--- config.mk ---
export PLATFORM = sky130hd
export DESIGN_NAME = json_structure_ceiling_scan
export DESIGN_NICKNAME = d
export VERILOG_FILES = /design/src/rtl/jscs_pkg.sv /design/src/rtl/jscs_scan.sv /design/src/rtl/jscs_out_buf.sv /design/src/rtl/json_structure_ceiling_scan.sv
export SDC_FILE = /design/constraint.sdc
export NUM_CORES = 1
export LEC_CHECK = 0
export BUFFER_PORTS_ARGS = -buffer_cell sky130_fd_sc_hd__buf_2
export CAP_MARGIN = 20
export CORE_MARGIN = 1.5
export CORE_UTILIZATION = 57
export CTS_BUF_LIST = sky130_fd_sc_hd__clkbuf_2
export DETAILED_ROUTE_END_ITERATION = 8
export PLACE_DENSITY_LB_ADDON = 0.12
export SLEW_MARGIN = 20
export SYNTH_ARGS = -nofsm -noshare
export SYNTH_HDL_FRONTEND = slang
export SYNTH_SLANG_ARGS = --single-unit
--- constraint.sdc ---
create_clock -name clk -period 4.12 [get_ports clk]
set_input_delay 0.824 -clock clk [delete_from_list [all_inputs] [get_ports clk]]
set_output_delay 0.824 -clock clk [all_outputs]
set_load 0.03 [all_outputs]
--- src/rtl/jscs_pkg.sv ---
// ----------------------------------------------------------------------------
// JSON structure ceiling scan package
// Shared types, byte codes, verdict codes and register indexes.
// ----------------------------------------------------------------------------
package jscs_pkg;

	// Field widths.
	localparam int unsigned BYTE_W   = 8;
	localparam int unsigned DEPTH_W  = 8;
	localparam int unsigned NODE_W   = 24;
	localparam int unsigned OFFSET_W = 24;
	localparam int unsigned LEVEL_W  = DEPTH_W + 1;
	localparam int unsigned TOTAL_W  = NODE_W + 1;
	localparam int unsigned REG_IDX_W = 1;
	localparam int unsigned CFG_DATA_W = 24;

	// Largest message handled; the byte offset saturates one below it.
	localparam longint unsigned MSG_LEN_LIMIT = 64'd16777216;
	localparam logic [OFFSET_W-1:0] OFFSET_MAX = OFFSET_W'(MSG_LEN_LIMIT - 64'd1);

	// Reset values of the limit registers.
	localparam logic [DEPTH_W-1:0] DEPTH_LIMIT_RESET = DEPTH_W'(64);
	localparam logic [NODE_W-1:0]  NODE_LIMIT_RESET  = NODE_W'(65536);

	// Register indexes on the configuration port.
	localparam logic [REG_IDX_W-1:0] REG_DEPTH_LIMIT = 1'b0;
	localparam logic [REG_IDX_W-1:0] REG_NODE_LIMIT  = 1'b1;

	// Structural bytes.
	localparam logic [BYTE_W-1:0] CHAR_BACKSLASH = 8'h5C;
	localparam logic [BYTE_W-1:0] CHAR_QUOTE     = 8'h22;
	localparam logic [BYTE_W-1:0] CHAR_LBRACKET  = 8'h5B;
	localparam logic [BYTE_W-1:0] CHAR_LBRACE    = 8'h7B;
	localparam logic [BYTE_W-1:0] CHAR_RBRACKET  = 8'h5D;
	localparam logic [BYTE_W-1:0] CHAR_RBRACE    = 8'h7D;
	localparam logic [BYTE_W-1:0] CHAR_COMMA     = 8'h2C;

	// Reject codes.
	typedef enum logic [1:0] {
		VERDICT_OK    = 2'd0,
		VERDICT_DEPTH = 2'd1,
		VERDICT_NODES = 2'd2
	} verdict_t;

	// One result request.
	typedef struct packed {
		verdict_t              verdict;
		logic [OFFSET_W-1:0]   reject_offset;
		logic                  message_done;
	} result_t;

endpackage

--- src/rtl/jscs_scan.sv ---
// ----------------------------------------------------------------------------
// JSON structure scan core
// Holds the limit registers and the scan state; updates the scan state for
// each accepted byte, producing one result per byte.
// ----------------------------------------------------------------------------
module jscs_scan (
	input  logic                               clk,
	input  logic                               arst_n,
	input  logic                               write_enable,
	input  logic [jscs_pkg::REG_IDX_W-1:0]     register_index,
	input  logic [jscs_pkg::CFG_DATA_W-1:0]    write_data,
	input  logic                               accept,
	input  logic [jscs_pkg::BYTE_W-1:0]        data_byte,
	input  logic                               end_of_message,
	output jscs_pkg::result_t                  result
);

	logic [jscs_pkg::DEPTH_W-1:0]  depth_limit_q;
	logic [jscs_pkg::NODE_W-1:0]   node_limit_q;

	logic                          inside_string_q, inside_string_d;
	logic                          escape_pending_q, escape_pending_d;
	logic [jscs_pkg::LEVEL_W-1:0]  nesting_level_q, nesting_level_d;
	logic [jscs_pkg::TOTAL_W-1:0]  node_total_q, node_total_d;
	logic [jscs_pkg::OFFSET_W-1:0] byte_position_q, byte_position_d;
	jscs_pkg::verdict_t            reject_code_q, reject_code_d;
	logic [jscs_pkg::OFFSET_W-1:0] breach_offset_q, breach_offset_d;

	logic [jscs_pkg::LEVEL_W-1:0]  level_inc;
	logic [jscs_pkg::TOTAL_W-1:0]  total_inc;
	logic                          depth_over;
	logic                          nodes_over;

	// Limit registers, written by the user only while idle; not enforced here.
	always_ff @(posedge clk or negedge arst_n) begin
		if (!arst_n) begin
			depth_limit_q <= jscs_pkg::DEPTH_LIMIT_RESET;
			node_limit_q  <= jscs_pkg::NODE_LIMIT_RESET;
		end else if (write_enable) begin
			case (register_index)
				jscs_pkg::REG_DEPTH_LIMIT: begin
					depth_limit_q <= write_data[jscs_pkg::DEPTH_W-1:0];
				end
				jscs_pkg::REG_NODE_LIMIT: begin
					node_limit_q <= write_data[jscs_pkg::NODE_W-1:0];
				end
				default: begin
				end
			endcase
		end
	end

	// Incremented counters and their limit checks.
	assign level_inc  = nesting_level_q + jscs_pkg::LEVEL_W'(1);
	assign total_inc  = node_total_q + jscs_pkg::TOTAL_W'(1);
	assign depth_over = level_inc > {1'b0, depth_limit_q};
	assign nodes_over = total_inc > {1'b0, node_limit_q};

	// Next scan state for the current byte; after a breach only the offset moves.
	always_comb begin
		inside_string_d  = inside_string_q;
		escape_pending_d = escape_pending_q;
		nesting_level_d  = nesting_level_q;
		node_total_d     = node_total_q;
		reject_code_d    = reject_code_q;
		breach_offset_d  = breach_offset_q;

		if (reject_code_q == jscs_pkg::VERDICT_OK) begin
			if (inside_string_q) begin
				if (escape_pending_q) begin
					escape_pending_d = 1'b0;
				end else if (data_byte == jscs_pkg::CHAR_BACKSLASH) begin
					escape_pending_d = 1'b1;
				end else if (data_byte == jscs_pkg::CHAR_QUOTE) begin
					inside_string_d = 1'b0;
				end
			end else if (data_byte == jscs_pkg::CHAR_QUOTE) begin
				inside_string_d = 1'b1;
			end else if (data_byte == jscs_pkg::CHAR_LBRACKET ||
					data_byte == jscs_pkg::CHAR_LBRACE) begin
				nesting_level_d = level_inc;
				if (depth_over) begin
					reject_code_d   = jscs_pkg::VERDICT_DEPTH;
					breach_offset_d = byte_position_q;
				end else begin
					node_total_d = total_inc;
					if (nodes_over) begin
						reject_code_d   = jscs_pkg::VERDICT_NODES;
						breach_offset_d = byte_position_q;
					end
				end
			end else if (data_byte == jscs_pkg::CHAR_RBRACKET ||
					data_byte == jscs_pkg::CHAR_RBRACE) begin
				if (nesting_level_q != '0) begin
					nesting_level_d = nesting_level_q - jscs_pkg::LEVEL_W'(1);
				end
			end else if (data_byte == jscs_pkg::CHAR_COMMA) begin
				node_total_d = total_inc;
				if (nodes_over) begin
					reject_code_d   = jscs_pkg::VERDICT_NODES;
					breach_offset_d = byte_position_q;
				end
			end
		end

		// The byte offset saturates on very long messages.
		if (byte_position_q != jscs_pkg::OFFSET_MAX) begin
			byte_position_d = byte_position_q + jscs_pkg::OFFSET_W'(1);
		end else begin
			byte_position_d = byte_position_q;
		end
	end

	// The result shows the verdict including this byte.
	assign result.verdict       = reject_code_d;
	assign result.reject_offset = breach_offset_d;
	assign result.message_done  = end_of_message;

	// Scan state; the final byte of a message clears it.
	always_ff @(posedge clk or negedge arst_n) begin
		if (!arst_n) begin
			inside_string_q  <= 1'b0;
			escape_pending_q <= 1'b0;
			nesting_level_q  <= '0;
			node_total_q     <= '0;
			byte_position_q  <= '0;
			reject_code_q    <= jscs_pkg::VERDICT_OK;
			breach_offset_q  <= '0;
		end else if (accept) begin
			if (end_of_message) begin
				inside_string_q  <= 1'b0;
				escape_pending_q <= 1'b0;
				nesting_level_q  <= '0;
				node_total_q     <= '0;
				byte_position_q  <= '0;
				reject_code_q    <= jscs_pkg::VERDICT_OK;
				breach_offset_q  <= '0;
			end else begin
				inside_string_q  <= inside_string_d;
				escape_pending_q <= escape_pending_d;
				nesting_level_q  <= nesting_level_d;
				node_total_q     <= node_total_d;
				byte_position_q  <= byte_position_d;
				reject_code_q    <= reject_code_d;
				breach_offset_q  <= breach_offset_d;
			end
		end
	end

endmodule

--- src/rtl/jscs_out_buf.sv ---
// ----------------------------------------------------------------------------
// JSON structure scan output buffer
// Result register with a skid entry, so the input side stalls only from a
// registered flag and keeps taking bytes while one result waits.
// ----------------------------------------------------------------------------
module jscs_out_buf (
	input  logic               clk,
	input  logic               arst_n,
	input  logic               push,
	input  jscs_pkg::result_t  push_data,
	output logic               full,
	output logic               out_valid,
	input  logic               out_stall,
	output jscs_pkg::result_t  out_data
);

	logic              main_valid_q;
	logic              skid_valid_q;
	jscs_pkg::result_t main_q;
	jscs_pkg::result_t skid_q;
	logic              pop;

	assign pop       = main_valid_q && !out_stall;
	assign full      = skid_valid_q;
	assign out_valid = main_valid_q;
	assign out_data  = main_q;

	// Occupancy flags.
	always_ff @(posedge clk or negedge arst_n) begin
		if (!arst_n) begin
			main_valid_q <= 1'b0;
			skid_valid_q <= 1'b0;
		end else if (pop) begin
			if (skid_valid_q) begin
				skid_valid_q <= 1'b0;
			end else begin
				main_valid_q <= push;
			end
		end else if (push) begin
			if (main_valid_q) begin
				skid_valid_q <= 1'b1;
			end else begin
				main_valid_q <= 1'b1;
			end
		end
	end

	// Result payload registers.
	always_ff @(posedge clk) begin
		if (pop) begin
			if (skid_valid_q) begin
				main_q <= skid_q;
			end else if (push) begin
				main_q <= push_data;
			end
		end else if (push) begin
			if (main_valid_q) begin
				skid_q <= push_data;
			end else begin
				main_q <= push_data;
			end
		end
	end

endmodule

--- src/rtl/json_structure_ceiling_scan.sv ---
// ----------------------------------------------------------------------------
// JSON structure ceiling scan
// Bounds JSON nesting depth and node count, one byte a cycle when not stalled.
// ----------------------------------------------------------------------------
// The block takes one message byte per clock cycle while in_stall is low and
// returns one result per accepted byte through a registered output. That
// rate is set by the scan state update (string and escape flags, depth, node
// count, byte offset). A result register with a skid entry sits on the
// output, so the input side stalls only when both entries hold results. The
// limit registers are to be written through the write port only while no byte
// is in flight, which the block itself does not enforce. The first breach
// of a limit is reported with its byte offset until the message's last byte.
module json_structure_ceiling_scan (
	input  logic                               clk,
	input  logic                               arst_n,
	input  logic                               write_enable,
	input  logic [jscs_pkg::REG_IDX_W-1:0]     register_index,
	input  logic [jscs_pkg::CFG_DATA_W-1:0]    write_data,
	input  logic                               in_valid,
	output logic                               in_stall,
	input  logic [jscs_pkg::BYTE_W-1:0]        data_byte,
	input  logic                               end_of_message,
	output logic                               out_valid,
	input  logic                               out_stall,
	output logic [1:0]                         verdict,
	output logic [jscs_pkg::OFFSET_W-1:0]      reject_offset,
	output logic                               message_done
);

	logic              accept;
	jscs_pkg::result_t scan_result;
	jscs_pkg::result_t out_result;

	// A byte request is taken whenever the skid entry is free.
	assign accept = in_valid && !in_stall;

	jscs_scan u_scan (
		.clk            (clk),
		.arst_n         (arst_n),
		.write_enable   (write_enable),
		.register_index (register_index),
		.write_data     (write_data),
		.accept         (accept),
		.data_byte      (data_byte),
		.end_of_message (end_of_message),
		.result         (scan_result)
	);

	jscs_out_buf u_out_buf (
		.clk       (clk),
		.arst_n    (arst_n),
		.push      (accept),
		.push_data (scan_result),
		.full      (in_stall),
		.out_valid (out_valid),
		.out_stall (out_stall),
		.out_data  (out_result)
	);

	assign verdict       = out_result.verdict;
	assign reject_offset = out_result.reject_offset;
	assign message_done  = out_result.message_done;

`ifndef NO_ASSERTIONS
	// The input side only stalls while a result is waiting at the output.
	a_stall_needs_result: assert property (@(posedge clk) disable iff (!arst_n)
		in_stall |-> out_valid)
		else $error("input stalled with no result waiting");

	// After every accepted byte a result is waiting at the output in the next cycle.
	a_result_follows: assert property (@(posedge clk) disable iff (!arst_n)
		accept |=> out_valid)
		else $error("accepted byte produced no result");

	// A clean verdict never carries a breach offset.
	a_clean_offset: assert property (@(posedge clk) disable iff (!arst_n)
		(out_valid && verdict == jscs_pkg::VERDICT_OK) |-> reject_offset == '0)
		else $error("breach offset shown without a reject code");
`endif

endmodule
* After elaboration in Yosys (flattened, before gate mapping)
Index checks and enable logic that the tools add are counted.
** Storage, ports and cells
- Register bits :: 174
- Input port bits :: 39
- Output and inout port bits :: 29
- Word-level logic and storage cells :: 125
** Cells by class
- Add/sub/neg operators :: 4
- Magnitude comparators :: 2
- Eq/ne operators :: 14
- Mux-type cells :: 58
- Bitwise operators :: 2
- Reduce and logical (&&, ||, !) cells :: 28
** Operator list (count)
- $mux W24 :: 11
- $mux W25 :: 8
- $mux W27 :: 5
- $mux W9 :: 7
- $eq A8 B7 Y1 const B :: 5
- $add A25 B1 Y25 const B :: 1
- $gt A25 B24 Y1 :: 1
- $add A24 B1 Y24 const B :: 1
- $ne A24 B24 Y1 const B :: 1
- $mux W1 :: 18
- $mux W2 :: 9
- $eq A8 B6 Y1 const B :: 2
- $reduce_and A2 Y1 :: 6
- $reduce_bool A2 Y1 :: 6
- $add A9 B1 Y9 const B :: 1
- $gt A9 B8 Y1 :: 1
- $reduce_and A3 Y1 :: 3
- $reduce_bool A3 Y1 :: 3
- $reduce_bool A9 Y1 :: 1
- $sub A9 B1 Y9 const B :: 1
- $ne A2 B2 Y1 const B :: 4
- $reduce_and A7 Y1 :: 1
- $reduce_and A6 Y1 :: 1
- $ne A3 B2 Y1 const B :: 1
- 6 further kinds :: 10

* Longest topological paths before layout
Gate-level depths: netlist of the first run.
- Depth in word-level cells :: 12
- Gate-level depth with buffers :: 16
- Depth with buffers taken out :: 15

* Modules after synthesis
Synthesis of the first run repeated with hierarchy kept, for this count alone.
** Second synthesis, totals
- Cell total of the unflattened synthesis :: 831
- Area, all modules :: 9301.4 um^2
** Modules (own cells, without submodules)
- jscs_scan :: times used 1, cells each 735, area an instance 7135.6 um^2, seq. area each 2955.3 um^2
- jscs_out_buf :: times used 1, cells each 95, area an instance 2152.1 um^2, seq. area each 1671.6 um^2
- json_structure_ceiling_scan :: times used 1, cells each 1, area an instance 13.8 um^2, seq. area each 0.0 um^2

* Worst setup path after synthesis of the first run
No wires, ideal clock.
- Kind :: reg2reg
- Start point :: reg u_scan.node_total_q[0] (netlist name)
- End point :: reg u_out_buf.skid_q[11] (netlist name) (data pin)
- Setup time :: 0.260 ns
- Arrival time :: 3.835 ns
- Data required time :: 3.860 ns
- Setup slack :: 0.025 ns
- Cell stages (with the launch flop) :: 17
- Buffers on the path :: 2
- Clock period less this slack :: 4.095 ns
- Cell sequence :: dfrtp_1 ha_1 and4_4 nand2_4 or3_1 clkbuf_1 nand2b_1 xnor2_1 ha_1 nand4_1 nor2_1 a221o_1 o31ai_1 a31oi_2 o21ai_4 buf_6 mux2_2
** RTL lines
- start, declared :: line jscs_scan.sv:24 : logic [jscs_pkg::TOTAL_W-1:0] node_total_q, node_total_d;
- start signal, assigned :: line jscs_scan.sv:142 : node_total_q <= node_total_d;
- end signal, assigned :: line jscs_out_buf.sv:58 : skid_q <= push_data;
- end, declared :: line jscs_out_buf.sv:20 : jscs_pkg::result_t skid_q;

==> results of run 1 <==
-- cells by family after synthesis --
family	synth area share, %
AND/OR/NAND/NOR	16.1
AO/OA/AOI/OAI	17.9
flip-flops	46.4
buffers and inverters	4.81
multiplexers	6.08
XOR/XNOR	4.04
adder cells (fa/ha/maj)	4.64
-- synth_stat cells, types with 5 or more instances --
master,number,area (µm²)
o221a_2,23,259
ha_1,37,463
nand2_1,74,278
and4_1,7,61.3
nor2b_1,7,43.8
or3_1,5,31.3
xnor2_1,27,236
a22o_1,25,219
buf_4,5,37.5
o21ai_0,85,425
xor2_1,19,166
edfxtp_1,54,1620
nor4_1,8,50.1
nand3_1,36,180
nand4_1,18,113
o31ai_1,18,135
a21o_1,7,52.6
buf_2,13,65.1
nor2_1,69,259
nand2b_1,19,119
a31oi_1,36,225
dfrtp_1,118,2950
a21oi_1,23,115
mux2_2,48,541
a2111oi_0,7,61.3
clkbuf_1,43,161
nor3_1,17,85.1
and3_1,13,81.3
inv_1,43,161
-- metal layers --
| layer | global-route usage (%) | part of all wire [%] |
|---|---|---|
| met2 | 46.5 | 50 |
| met1 | 35.6 | 44 |
| met3 | 4.08 | 4.0 |
| met5 | 0 | 0 |
| met4 | 8.66 | 1.8 |
-- worst max path at each step --
| stage | cells after the start | to | slack (ns) | startpoint |
|---|---|---|---|---|
| floorplan | 16 | u_out_buf.skid_q[11] | 0.03 | u_scan.node_total_q[0] |
| global placement | 16 | u_out_buf.out_data[5] | 0.16 | u_scan.node_total_q[1] |
| detailed placement | 16 | u_out_buf.out_data[5] | 0.008 | u_scan.node_total_q[1] |
| CTS | 16 | u_out_buf.out_data[5] | 0.04 | u_scan.node_total_q[1] |
| global route | 17 | u_out_buf.skid_q[23] | -0.1 | u_scan.node_total_q[1] |
| finish | 17 | u_out_buf.skid_q[6] | -0.05 | u_scan.node_total_q[1] |
-- through the flow --
step | hold slack (ns) | utilization, % | instance area (µm²)
final | 0.0288 | 65.8 | 11300
after global routing | 0.0106 | 65.8 | 11300
after CTS | 0.0172 | 63.7 | 10900
after detailed placement | 0.493 | 62.0 | 10700
after floorplan | 0.479 | - | 9970
after global placement | 0.489 | 62.0 | 10700
-- repair_timing --
action                                  CTS  global route
endpoints found under the setup margin   12            73
pin swaps                                 0            17
gates cloned                              0             3
gates resized for setup                   1            42
hold endpoints to repair                  0             0
buffers inserted                          0             8
-- critical path, cell delays in order, from the launching register on --
cell and delay, ns:
dfrtp_1 0.44, ha_2 0.19, and4_4 0.24, nand2_4 0.05, or3_4 0.43, nand2b_4 0.17, xnor2_2 0.15, ha_1 0.35
nand4_1 0.15, nor2_1 0.08, a221o_1 0.37, o31ai_2 0.21, buf_4 0.16, a31oi_4 0.10, o21ai_4 0.21, buf_12 0.15
clkbuf_16 0.17, mux2_4 0.31
-- layout make-up --
| type | instances | area, µm² | area share [%] |
|---|---|---|---|
| Clock inverter | 15 | 191 | 1.69 |
| Inverter | 43 | 161 | 1.43 |
| Multi-Input combinational cell | 688 | 5070 | 44.9 |
| Clock buffer | 17 | 85.1 | 0.753 |
| Tap cell | 225 | 282 | 2.49 |
| Timing Repair Buffer | 120 | 878 | 7.77 |
| Sequential cell | 174 | 4630 | 41.0 |
| Antenna cell | 1 | 2.50 | 0.0222 |
-- flip-flops by register name (all words and copies together) (netlist names) --
| register | cells |
|---|---|
| u_out_buf.out_data | 27 |
| u_out_buf.skid_q | 27 |
| u_scan.node_total_q | 25 |
| u_scan.breach_offset_q | 24 |
| u_scan.byte_position_q | 24 |
| u_scan.node_limit_q | 24 |
| u_scan.nesting_level_q | 9 |
| u_scan.depth_limit_q | 8 |
| u_scan.reject_code_q | 2 |
| u_out_buf.full | 1 |
| u_out_buf.out_valid | 1 |
| u_scan.escape_pending_q | 1 |
| u_scan.inside_string_q | 1 |
-- power by group through the flow --
stage | Clock [mW] | Sequential, mW | Combinational [mW]
floorplan | 0 | 2.50 | 0.898
global placement | 0 | 2.31 | 1.52
detailed placement | 0 | 2.32 | 1.55
CTS | 1.02 | 2.28 | 1.56
global route | 1.08 | 2.32 | 1.79
finish | 1.00 | 2.28 | 1.62
==> impl_metrics.ini, run 1 <==
[setup_path]
rr_worst_depth = 17
cp.required_ns = 4.70
startpoint_type = flip-flop
r2r_slack_ns = -0.05
r2r_start = u_scan.node_total_q[1]
rr_endpoint = u_out_buf.skid_q[6]
crit_arrival_ns = 4.74
cp_max_fo = 8
crit_type = reg2reg
endpoint_kind = flip-flop

[synth]
synth_edf_count = 54
synth_cell_types = 72
syn-num-nets = 1050
ys_async_sr_fraction_pct = 69.0
synth_cells = 974
yosysSeqAreaShare_pct = 46.4
syn_area_um2 = 9970
synth.ff_latch_count = 174
ys_warn_count = 0
syn_avg_cell_area_um2 = 10.2
ys.flop_type = dfrtp_1

[pwr]
powerDensity_nw_per_um2 = 434
p_sw_share_pct = 38.1
totalPowerFinal_mw = 4.90
seqPwrFrac_pct = 46.6
internal_power_mw = 3.03
ir_drop_uv = 273
power.switching_mw = 1.86
power_leakage_nw = 5.00
power.share.clock_pct = 20.5
comb_power_share_pct = 33.0

[die]
core_area_um2 = 17200
start_util_pct = 58.0
dieHeight_um = 135
io_pins = 68
die_w_um = 135
rows = 48
die-area_um2 = 18300

[finish]
layout_commonest_cell = dfrtp_1
fillers = 1437
final_cell_mix = dfrtp_1 (118), o21ai_0 (85), nand2_1 (74), nor2_1 (66), buf_2 (66)
syn_to_final_growth_pct = 13.3
layout-drive-gt1-share_pct = 26.0
layout.nets = 1120
fin_cells = 1283

[hold_path]
worst_hold_path_type = in2async

[sta]
rsz0062_at_grt = yes
hold_viol_final = 0
period_share_pct = 101
fmax_mhz = 240
setup_tns_ns = -0.150
final.setup_skew_ns = 0.0285
maxSlewViolCount = 0
setup_viol = 10
tightestPinTransition_ns = 0.990
fin_crit_ns = 4.17
slew_headroom_pct = 33.8
setup_ws_ns = -0.0455

[outcome]
status = finished, violations left
violations = negative setup slack

[route]
drc = 0
vias = 7793
final_antenna_net_count = 0
wirelength_mm = 24.1
drtIter0Drc = 568
viasPerCell = 6.07
first_pass_iters = 6
wl_per_cell_um = 18.8

[global_route]
track_usage_pct = 27.2
grt_pass1_wl_mm = 38.7
gr-total-overflow = 0
grt_max_degree = 55
antenna_found_initial = 1
grt_pass1_vias = 7624

[clock_network]
clockRootBuffer = clkbuf_2
cts_buffer_depth = 2
cts_made_buffers = 17
cts.clk_slew.worst_paths_ns = 0.25
cts_tree = built
hold_buffers = 0
clock-sinks = 174
h-tree-depth = 4
clock_latency_ns = 0.80

[run]
maxCapViolCount = 0

[placed_design]
place.gp.congestion = 0.895
preCtsSetupSlack_ns = 0.00805
port_buffers = 67
dp_hpwl_mm = 15.4
placed_cells = 1238
Power figures use the tool's default switching activity.
==> inputs of run 2 (changes only) <==
- CORE_UTILIZATION: 57 -> 40
- clock period: 4.12 -> 4.7 ns (I/O delays scaled with it)
==> impl_metrics.ini, run 2 (synthesized netlist as in run 1, its figures left out) <==
[outcome]
status = finished, final reports clean

[setup_path]
cp_max_fo = 24
crit_type = reg2reg
r2r_start = u_scan.node_total_q[0]
endpoint_kind = flip-flop
startpoint_type = flip-flop
critPathLaunch = u_scan.node_total_q[0]
rr_endpoint = u_out_buf.skid_q[3]
r2r_slack_ns = 0.28
crit_arrival_ns = 4.98
cp.required_ns = 5.26
rr_worst_depth = 16
setup.worst_path.end = u_out_buf.skid_q[3]

[pwr]
totalPowerFinal_mw = 4.23
power_leakage_nw = 4.70
powerDensity_nw_per_um2 = 389
ir_drop_uv = 202

[route]
viasPerCell = 5.55
wirelength_mm = 24.3
drc = 0
first_pass_iters = 5
drtIter0Drc = 554
final_antenna_net_count = 0
vias = 7504
wl_per_cell_um = 18.0

[die]
io_pins = 68
die_w_um = 161
dieHeight_um = 161
core_area_um2 = 24400
start_util_pct = 40.9
rows = 57
die-area_um2 = 25900

[global_route]
gr-total-overflow = 0
antenna_found_initial = 1
grt_pass1_wl_mm = 39.7
track_usage_pct = 19.4
grt_max_degree = 121
grt_pass1_vias = 7323

[sta]
fin_crit_ns = 4.42
final.setup_skew_ns = 0.0620
slew_headroom_pct = 39.7
hold_viol_final = 0
fmax_mhz = 226
setup_viol = 0
rsz0062_at_grt = no
setup_tns_ns = 0
period_share_pct = 94.1
maxSlewViolCount = 0
tightestPinTransition_ns = 0.904

[finish]
layout-drive-gt1-share_pct = 22.1
regArea_um2 = 4630
syn_to_final_growth_pct = 9.23
fillers = 2385
final_cell_mix = dfrtp_1 (118), o21ai_0 (85), nand2_1 (74), nor2_1 (69), buf_2 (66)
layout_commonest_cell = dfrtp_1
multi_input_area_um2 = 4870
layout.nets = 1089

[placed_design]
dp_hpwl_mm = 15.3
place.gp.congestion = 0.803
port_buffers = 67

[clock_network]
clock_latency_ns = 0.79
cts_tree = built
post-cts-setup-buffer-count = 0
hold_buffers = 0
cts.clk_slew.worst_paths_ns = 0.29
cts_buffer_depth = 2
clockRootBuffer = clkbuf_2
h-tree-depth = 4
clock-sinks = 174
cts_resized = 0
cts_made_buffers = 17

[run]
maxCapViolCount = 0

[hold_path]
worst_hold_path_type = in2async
run 2: cell types whose count changed in the layout (fill, tap and decap cells not counted), moves of 4 or more:
| cell | previous run | this run |
|---|---|---|
| clkinv_4 | 5 | 0 |
| buf_4 | 43 | 20 |
| mux2_2 | 31 | 48 |
| inv_8 | 0 | 5 |
| buf_12 | 6 | 2 |
| mux2_4 | 20 | 3 |
run 2: layout make-up:
type	instances	share of cell area, %
diodes	1	0.0230
clock buffers	17	0.782
clock inverters	15	1.84
inverters	43	1.48
multi-input cells	688	44.7
flip-flops and latches	174	42.5
well taps	324	3.72
repair buffers	89	4.92
run 2: worst min-delay path by stage:
stage	endpoint	from	cells after the start
6_report	u_scan.node_limit_q[19]	arst_n	2
5_1_grt	u_scan.breach_offset_q[17]	arst_n	2
4_1_cts	u_scan.node_limit_q[20]	arst_n	2
3_5_place_dp	u_scan.node_limit_q[2]	u_scan.node_limit_q[2]	1
3_3_place_gp	u_scan.node_limit_q[14]	u_scan.node_limit_q[14]	1
2_1_floorplan	u_scan.node_limit_q[1]	u_scan.node_limit_q[1]	1
run 2: critical path, cell delays in order, from the launching register on:
cell	delay, ns
dfrtp_1	0.48
ha_1	0.28
and4_4	0.27
nand2_4	0.08
or3_1	0.47
nand2b_1	0.20
xnor2_1	0.20
ha_1	0.30
nand4_1	0.17
nor2_1	0.06
a221o_1	0.33
o31ai_2	0.29
buf_4	0.17
a31oi_2	0.15
o21ai_4	0.19
buf_12	0.23
mux2_2	0.35
run 2: per-stage QoR:
stage	cell area [µm²]	worst slack (ns)	std cells	util, %	hold WS (ns)
5_1_grt	10900	0.00617	1351	44.6	0.111
4_1_cts	10900	0.209	1349	44.5	0.179
3_3_place_gp	10600	0.295	1317	43.4	0.489
3_5_place_dp	10600	0.253	1317	43.4	0.493
2_1_floorplan	9970	0.605	974	-	0.479
6_report	10900	0.276	1351	44.6	0.210
run 2: routing by layer:
metal  share of wire, %  global-route usage, %  routed length [µm]  vias to the layer above
li1                   -                      -                   -                     3662
met1                 48                   26.4               11600                     3678
met2                 48                   32.3               11600                      141
met3                3.2                   3.38                 773                       23
met4                1.3                   4.25                 319                        0
met5                  0                      0                   0                        -
run 2: where the power goes:
part | switching [mW] | leakage, nW | internal [mW]
clock | 0.626 | 0.154 | 0.274
combinational | 0.866 | 2.44 | 0.467
sequential | 0.165 | 2.11 | 1.83
